File: src/rtl/kvi_pkg.sv
// kvi_pkg: shared types and constants for the keyframe vector interpolator
// used by every rtl file of the block; depends on nothing
`default_nettype none

package kvi_pkg;

  localparam int unsigned DATA_W       = 32;
  localparam int unsigned SLOT_W       = 6;
  localparam int unsigned CNT_W        = 7;
  localparam int unsigned SEG_W        = 6;
  localparam int unsigned FRAC_BITS    = 24;
  localparam int unsigned FRAC_W       = FRAC_BITS + 1;
  localparam int unsigned MAX_KEYS_DEF = 64;
  localparam logic [CNT_W-1:0] KEY_COUNT_RST = CNT_W'(1);
  localparam logic [FRAC_W-1:0] FRAC_ONE = FRAC_W'(1) << FRAC_BITS;

  typedef enum logic [0:0] {
    OP_LOAD  = 1'b0,
    OP_QUERY = 1'b1
  } opcode_e;

  typedef enum logic [2:0] {
    ST_IDLE,
    ST_SCAN,
    ST_FETCH0,
    ST_FETCH1,
    ST_FETCH2,
    ST_DIV,
    ST_BLEND,
    ST_DONE
  } state_e;

  typedef enum logic [1:0] {
    COMP_X = 2'd0,
    COMP_Y = 2'd1,
    COMP_Z = 2'd2
  } comp_e;

  typedef struct packed {
    logic [DATA_W-1:0] ktime;
    logic [DATA_W-1:0] x;
    logic [DATA_W-1:0] y;
    logic [DATA_W-1:0] z;
  } key_t;

  typedef struct packed {
    logic              start;
    logic [DATA_W-1:0] num;
    logic [DATA_W-1:0] den;
  } div_req_t;

  typedef struct packed {
    logic              valid;
    comp_e             comp;
    logic [DATA_W-1:0] start_val;
    logic [DATA_W-1:0] end_val;
    logic [FRAC_W-1:0] frac;
  } blend_req_t;

endpackage

`default_nettype wire

File: src/rtl/kvi_divider.sv
// kvi_divider: restoring divider giving floor(num * 2^24 / den), one bit per cycle
// expects num < den; uses kvi_pkg
`default_nettype none

module kvi_divider (
  input  wire                            clk_i,
  input  wire                            rst_ni,
  input  kvi_pkg::div_req_t              req_i,
  output logic                           done_o,
  output logic [kvi_pkg::FRAC_BITS-1:0]  quot_o
);

  localparam int unsigned CW = $clog2(kvi_pkg::FRAC_BITS + 1);

  logic                           busy_q, busy_d;
  logic                           done_q, done_d;
  logic [CW-1:0]                  cnt_q, cnt_d;
  logic [kvi_pkg::DATA_W:0]       rem_q, rem_d;
  logic [kvi_pkg::DATA_W-1:0]     den_q, den_d;
  logic [kvi_pkg::FRAC_BITS-1:0]  quot_q, quot_d;
  logic [kvi_pkg::DATA_W:0]       rem_sh;
  logic [kvi_pkg::DATA_W+1:0]     diff;

  // remainder stays below den, so the shifted value fits in 33 bits
  assign rem_sh = {rem_q[kvi_pkg::DATA_W-1:0], 1'b0};
  assign diff   = {1'b0, rem_sh} - {2'b00, den_q};

  always_comb begin
    busy_d = busy_q;
    done_d = 1'b0;
    cnt_d  = cnt_q;
    rem_d  = rem_q;
    den_d  = den_q;
    quot_d = quot_q;
    if (req_i.start) begin
      busy_d = 1'b1;
      cnt_d  = CW'(kvi_pkg::FRAC_BITS);
      rem_d  = {1'b0, req_i.num};
      den_d  = req_i.den;
      quot_d = '0;
    end else if (busy_q) begin
      if (!diff[kvi_pkg::DATA_W+1]) begin
        rem_d  = diff[kvi_pkg::DATA_W:0];
        quot_d = {quot_q[kvi_pkg::FRAC_BITS-2:0], 1'b1};
      end else begin
        rem_d  = rem_sh;
        quot_d = {quot_q[kvi_pkg::FRAC_BITS-2:0], 1'b0};
      end
      cnt_d = cnt_q - CW'(1);
      if (cnt_q == CW'(1)) begin
        busy_d = 1'b0;
        done_d = 1'b1;
      end
    end
  end

  always_ff @(posedge clk_i or negedge rst_ni) begin
    if (!rst_ni) begin
      busy_q <= 1'b0;
      done_q <= 1'b0;
      cnt_q  <= '0;
    end else begin
      busy_q <= busy_d;
      done_q <= done_d;
      cnt_q  <= cnt_d;
    end
  end

  always_ff @(posedge clk_i) begin
    rem_q  <= rem_d;
    den_q  <= den_d;
    quot_q <= quot_d;
  end

  assign done_o = done_q;
  assign quot_o = quot_q;

endmodule

`default_nettype wire

File: config.mk
export PLATFORM = sky130hd
export DESIGN_NAME = kvi_divider
export DESIGN_NICKNAME = d
export VERILOG_FILES = /design/src/rtl/kvi_pkg.sv /design/src/rtl/kvi_divider.sv
export SDC_FILE = /design/constraint.sdc
export NUM_CORES = 1
export LEC_CHECK = 0
export ABC_AREA = 1
export BUFFER_PORTS_ARGS = -buffer_cell sky130_fd_sc_hd__buf_2
export CAP_MARGIN = 20
export CELL_PAD_IN_SITES_DETAIL_PLACEMENT = 0
export CELL_PAD_IN_SITES_GLOBAL_PLACEMENT = 1
export CORE_MARGIN = 1
export CORE_UTILIZATION = 43
export CTS_BUF_LIST = sky130_fd_sc_hd__clkbuf_4
export CTS_CLUSTER_SIZE = 30
export DETAILED_ROUTE_END_ITERATION = 12
export PLACE_DENSITY = 0.8
export SETUP_SLACK_MARGIN = 0.15
export SYNTH_ARGS = -nofsm -noshare
export SYNTH_HDL_FRONTEND = slang
export SYNTH_SLANG_ARGS = --single-unit
File: constraint.sdc
create_clock -name clk_i -period 2.5 [get_ports clk_i]
set_input_delay 0.5 -clock clk_i [delete_from_list [all_inputs] [get_ports clk_i]]
set_output_delay 0.5 -clock clk_i [all_outputs]
set_load 0.01 [all_outputs]
* Yosys cells after proc, flatten, opt, wreduce, memory -nomap -nowiden
Index checks and enable logic that the tools add are counted.
Storage, ports and cells: flip-flop bits (word level) 95, bits in latches 0, RAM bits 0, bits in read-only memories 0, input bits 67, output and inout bits 25, word-level logic and storage cells 22, memories kept 0
Operators by class: add/subtract/negate cells 2, $mul 0, divide/modulo/power cells 0, $lt $le $gt $ge 0, eq/ne operators 1, shift operators 0, multiplexer cells 12, bitwise logic cells 0, reduce and logical (&&, ||, !) cells 1
Operators by type and width (number):
- 32-bit two-way mux | 3
- 33-bit by 32-bit subtractor with 34-bit output | 1
- 5-bit two-way mux | 2
- 1-bit two-way mux | 7
- 5-bit by 1-bit == test with 1-bit output, second input constant | 1
- 5-bit by 1-bit subtractor with 5-bit output, second input constant | 1
- 2-bit nonzero test | 1

* Longest topological paths before layout
depth in word-level cells 4, depth in mapped cells 17, gate-level depth less buffers 16

* Least setup slack after synthesis
No wires, ideal clock.
kind input to register, start point input req_i[64] in the netlist's numbering, end point register rem_q[0] in the netlist's numbering, enable pin, setup time 0.409 ns, arrival 1.974 ns, data required time 2.091 ns, slack 0.117 ns, cell stages on the path 4, buffers on the path 2, cell sequence buf_2 nor2_1 inv_1 clkbuf_1
On the way: word-level cells in the longest chain between the ends 1
Ends and longest elaborated chain:
- start, declared | line kvi_divider.sv:8 | input kvi_pkg::div_req_t req_i,
- 2-bit nonzero test (no source line)
- end signal, assigned | line kvi_divider.sv:70 | rem_q <= rem_d;
- end, declared | line kvi_divider.sv:18 | logic [kvi_pkg::DATA_W:0] rem_q, rem_d;
No other way between the ends. A chain may end at the register's enable or synchronous reset.

* Worst setup path in the final report
start point register rem_q[22] in the netlist's numbering, end point register rem_q[11] in the netlist's numbering (data pin)
On the way: word-level cells in the longest chain between the ends 4
Ends and longest elaborated chain:
- 33-bit by 32-bit subtractor with 34-bit output | line kvi_divider.sv:26 | assign diff = {1'b0, rem_sh} - {2'b00, den_q};
- 32-bit two-way mux | line kvi_divider.sv:42 | if (!diff[kvi_pkg::DATA_W+1]) begin
- 32-bit two-way mux | line kvi_divider.sv:41 | end else if (busy_q) begin
- 32-bit two-way mux | line kvi_divider.sv:35 | if (req_i.start) begin
- net rem_d (one bit) | line kvi_divider.sv:18
The timed path passes the listed nets, and every way through them passes these cells. The select of a mux whose other input is x is not followed.

==> qor.txt <==
Status = complete, but fails checks
Failing checks = design-rule violations
Pre-antenna DRT Iters = 10
Synthesized instance count = 915
Total gr overflow = 0
WL final = 17,990 µm
Yosys top cell area share = 29.52%
Syn-to-layout area delta = 24.47%
Synthesized flop and latch total = 95
Routed metal-1 wirelength = 8728 µm
Primary FF master, synth = edfxtp_1
Final ANT Viol Nets = 0
Die Y = 125.0 µm
RSZ-0062 raised after global routing = yes
VDD IR max = 0.0004374 V
Met2 wire len = 7722 µm
Sink Count = 95
Critical Path AT = 2.56 ns
TritonCTS Buffers = 9
Period utilisation layout = 90.39%
Synth area leaders = edfxtp_1 30%, nand2_1 19%, inv_1 11%, dfxtp_1 7.4%, ha_1 6.3%
Worst-path clk slew = 0.18 ns
Post-Route Setup TNS = 0 ns
WHS = 0.1425 ns
Power, Total = 8.677 mW
Worst min-delay path category = in -> reg
Worst setup SP type = flop
Syn. warnings = 0
Global-route usage over all layers = 23.36%
Fin crit period = 2.260 ns
Kind of end point of the critical path = flop
Synth cell count leaders = 332 x nand2_1, 184 x inv_1, 67 x nand3_1, 64 x edfxtp_1, 44 x nor2_1
Post-synth EDFFs = 64
Crit path max fanout = 4
Register area share after synthesis = 39.59%
Htree depth = 3
Hold Vio Cnt, Final = 0
WL/cell = 14.51 µm
Final Slew Violations = 0
Required time of the worst setup path = 2.80 ns
Placed insts = 1,202
Non-Filler Instances = 1,240
DP Wirelength = 13,630 µm
I/O pins = 92
Vias per inst = 4.862
CTS tree = done
Netlist cell types = 34
Power density cells = 1071 mW/mm²
Initial Utilization = 44.45%
Via Count = 6,029
Root Driver = clkbuf_4
Mapped Nets = 1,016
Syn_area_per_cell = 7.115 µm²
Yosys top cell by area = edfxtp_1
Worst Skew = 0.02052 ns
Layout Nets = 1,150
Max-cap violation count = 0
FMAX = 0.4425 GHz
Row count = 44
Endpoints failing setup = 0
DRC viols = 4
Leakage Power = 4.197 nW
Async set or reset register ratio after synthesis = 7.368%
IO buf count = 91
Synthesized area = 0.006510 mm²
1st-iter DRT viols = 444
Final Core Density = 55.33%
Vias in the first global route = 5,792
Core footprint = 0.01464 mm²
Slew headroom = 69.18%
Clk Latency, worst-skew pair = 0.52 ns
Largest net degree at the start of global routing = 41
Most common cell in the synthesized netlist = nand2_1
Clock tree buffer depth = 2
Layout cell share with drive strength beyond 1 = 22.01%
Chip width = 125.0 µm
Highest Signal Layer = met4
Least-Margin Pin Slew = 0.4622 ns
Die area = 0.01564 mm²
Kind of critical path = reg -> reg
First-pass GRT wire length = 28,570 µm
Antenna violations before repair = 1
GP Congestion = 0.9243
Met3 wire len = 1353 µm
==> per-layer routing <==
layer | vias to the layer above | global-route usage [%]
met2 | 172 | 36.58
met5 | - | 0
met1 | 2709 | 32.47
met4 | 0 | 5.811
li1 | 3134 | -
met3 | 14 | 5.477
==> cells by family after synthesis <==
logic type / count (synthesis) / share of synthesized area, %
AO/OA/AOI/OAI: 52 / 4.632
XOR/XNOR: 15 / 2.018
buffers and inverters: 209 / 12.82
AND/OR/NAND/NOR: 510 / 34.29
adder cells (fa/ha/maj): 34 / 6.650
flip-flops: 95 / 39.59
==> worst max-delay path: stages (launching register included) <==
cell	delay [ns]
edfxtp_1	0.48
ha_1	0.35
nand2_2	0.09
inv_2	0.04
nand2_1	0.06
nand3_1	0.11
a21oi_2	0.17
nor2_2	0.06
nor2_4	0.08
buf_4	0.18
buf_4	0.16
nand3b_1	0.10
nand3_1	0.10
nand2_1	0.07
==> cells in the final DEF (no fill, tap or decap), types with 3 or more instances in the layout <==
master	instances
buf_2	91
nand2_2	14
nor3_1	4
nand2_1	323
xnor2_1	14
ha_1	12
o21ai_0	6
nand3b_1	27
a21oi_1	14
and2_1	3
buf_4	41
nand3_2	7
nand4_1	11
ha_4	20
edfxtp_1	64
buf_12	3
buf_6	3
inv_1	181
inv_2	7
clkbuf_4	9
a21oi_2	6
nor2_4	6
nor2_1	38
clkbuf_16	3
o22ai_1	23
dfrtp_1	7
nor2_2	6
nand3_1	64
dfxtp_1	24
==> worst paths after layout <==
| check | start | to | slack, ns | cells after the start |
|---|---|---|---|---|
| hold / removal | req_i[5] | den_q[5]$_DFFE_PP_ | 0.14 | 1 |
| min in group asynchronous | rst_ni | cnt_q[1]$_DFFE_PN0P_ | 0.32 | 2 |
| hold reg to reg | quot_o[22]$_SDFFE_PP0P_ | quot_o[22]$_SDFFE_PP0P_ | 0.50 | 2 |
| setup reg to reg | rem_q[22]$_DFFE_PP_ | rem_q[11]$_DFFE_PP_ | 0.24 | 13 |
| max in group asynchronous | rst_ni | cnt_q[2]$_DFFE_PN0P_ | 2.01 | 2 |
| setup / recovery | rem_q[22]$_DFFE_PP_ | rem_q[11]$_DFFE_PP_ | 0.24 | 13 |
==> through the flow <==
stage / area [µm²] / setup slack [ns]
2_1_floorplan: 6511 / 0.4929
3_3_place_gp: 7348 / 0.09119
3_5_place_dp: 7348 / 0.1176
4_1_cts: 7594 / 0.1556
5_1_grt: 8103 / 0.1357
6_report: 8103 / 0.2403
==> power breakdown <==
part           switching, mW  total, mW  internal [mW]
sequential             0.245       2.32           2.08
combinational           3.14       5.48           2.34
clock                  0.639      0.878          0.239
total                   4.02       8.68           4.66
==> state kept, by name (all words and copies together) (netlist names) <==
register / count
den_q: 32
rem_q: 32
quot_o: 24
cnt_q: 5
busy_q: 1
done_o: 1
==> cell type report <==
type | count | area, µm²
Sequential cell | 95 | 2577
Inverter | 189 | 709.4
Clock buffer | 9 | 67.56
Antenna cell | 2 | 5.005
Clock inverter | 7 | 76.32
Multi-Input combinational cell | 611 | 3480
Fill cell | 1462 | 6541
Tap cell | 184 | 230.2
Timing Repair Buffer | 143 | 957.2
==> timing repair <==
| action | in CTS | in global routing |
|---|---|---|
| hold buffers | 1 | 0 |
| gates cloned | 0 | 3 |
| endpoints found under the setup margin | 27 | 32 |
| gates resized for setup | 10 | 55 |
| setup buffers | 2 | 14 |
| hold endpoints to repair | 7 | 0 |
| pin swaps | 1 | 9 |
Power figures use the tool's default switching activity.
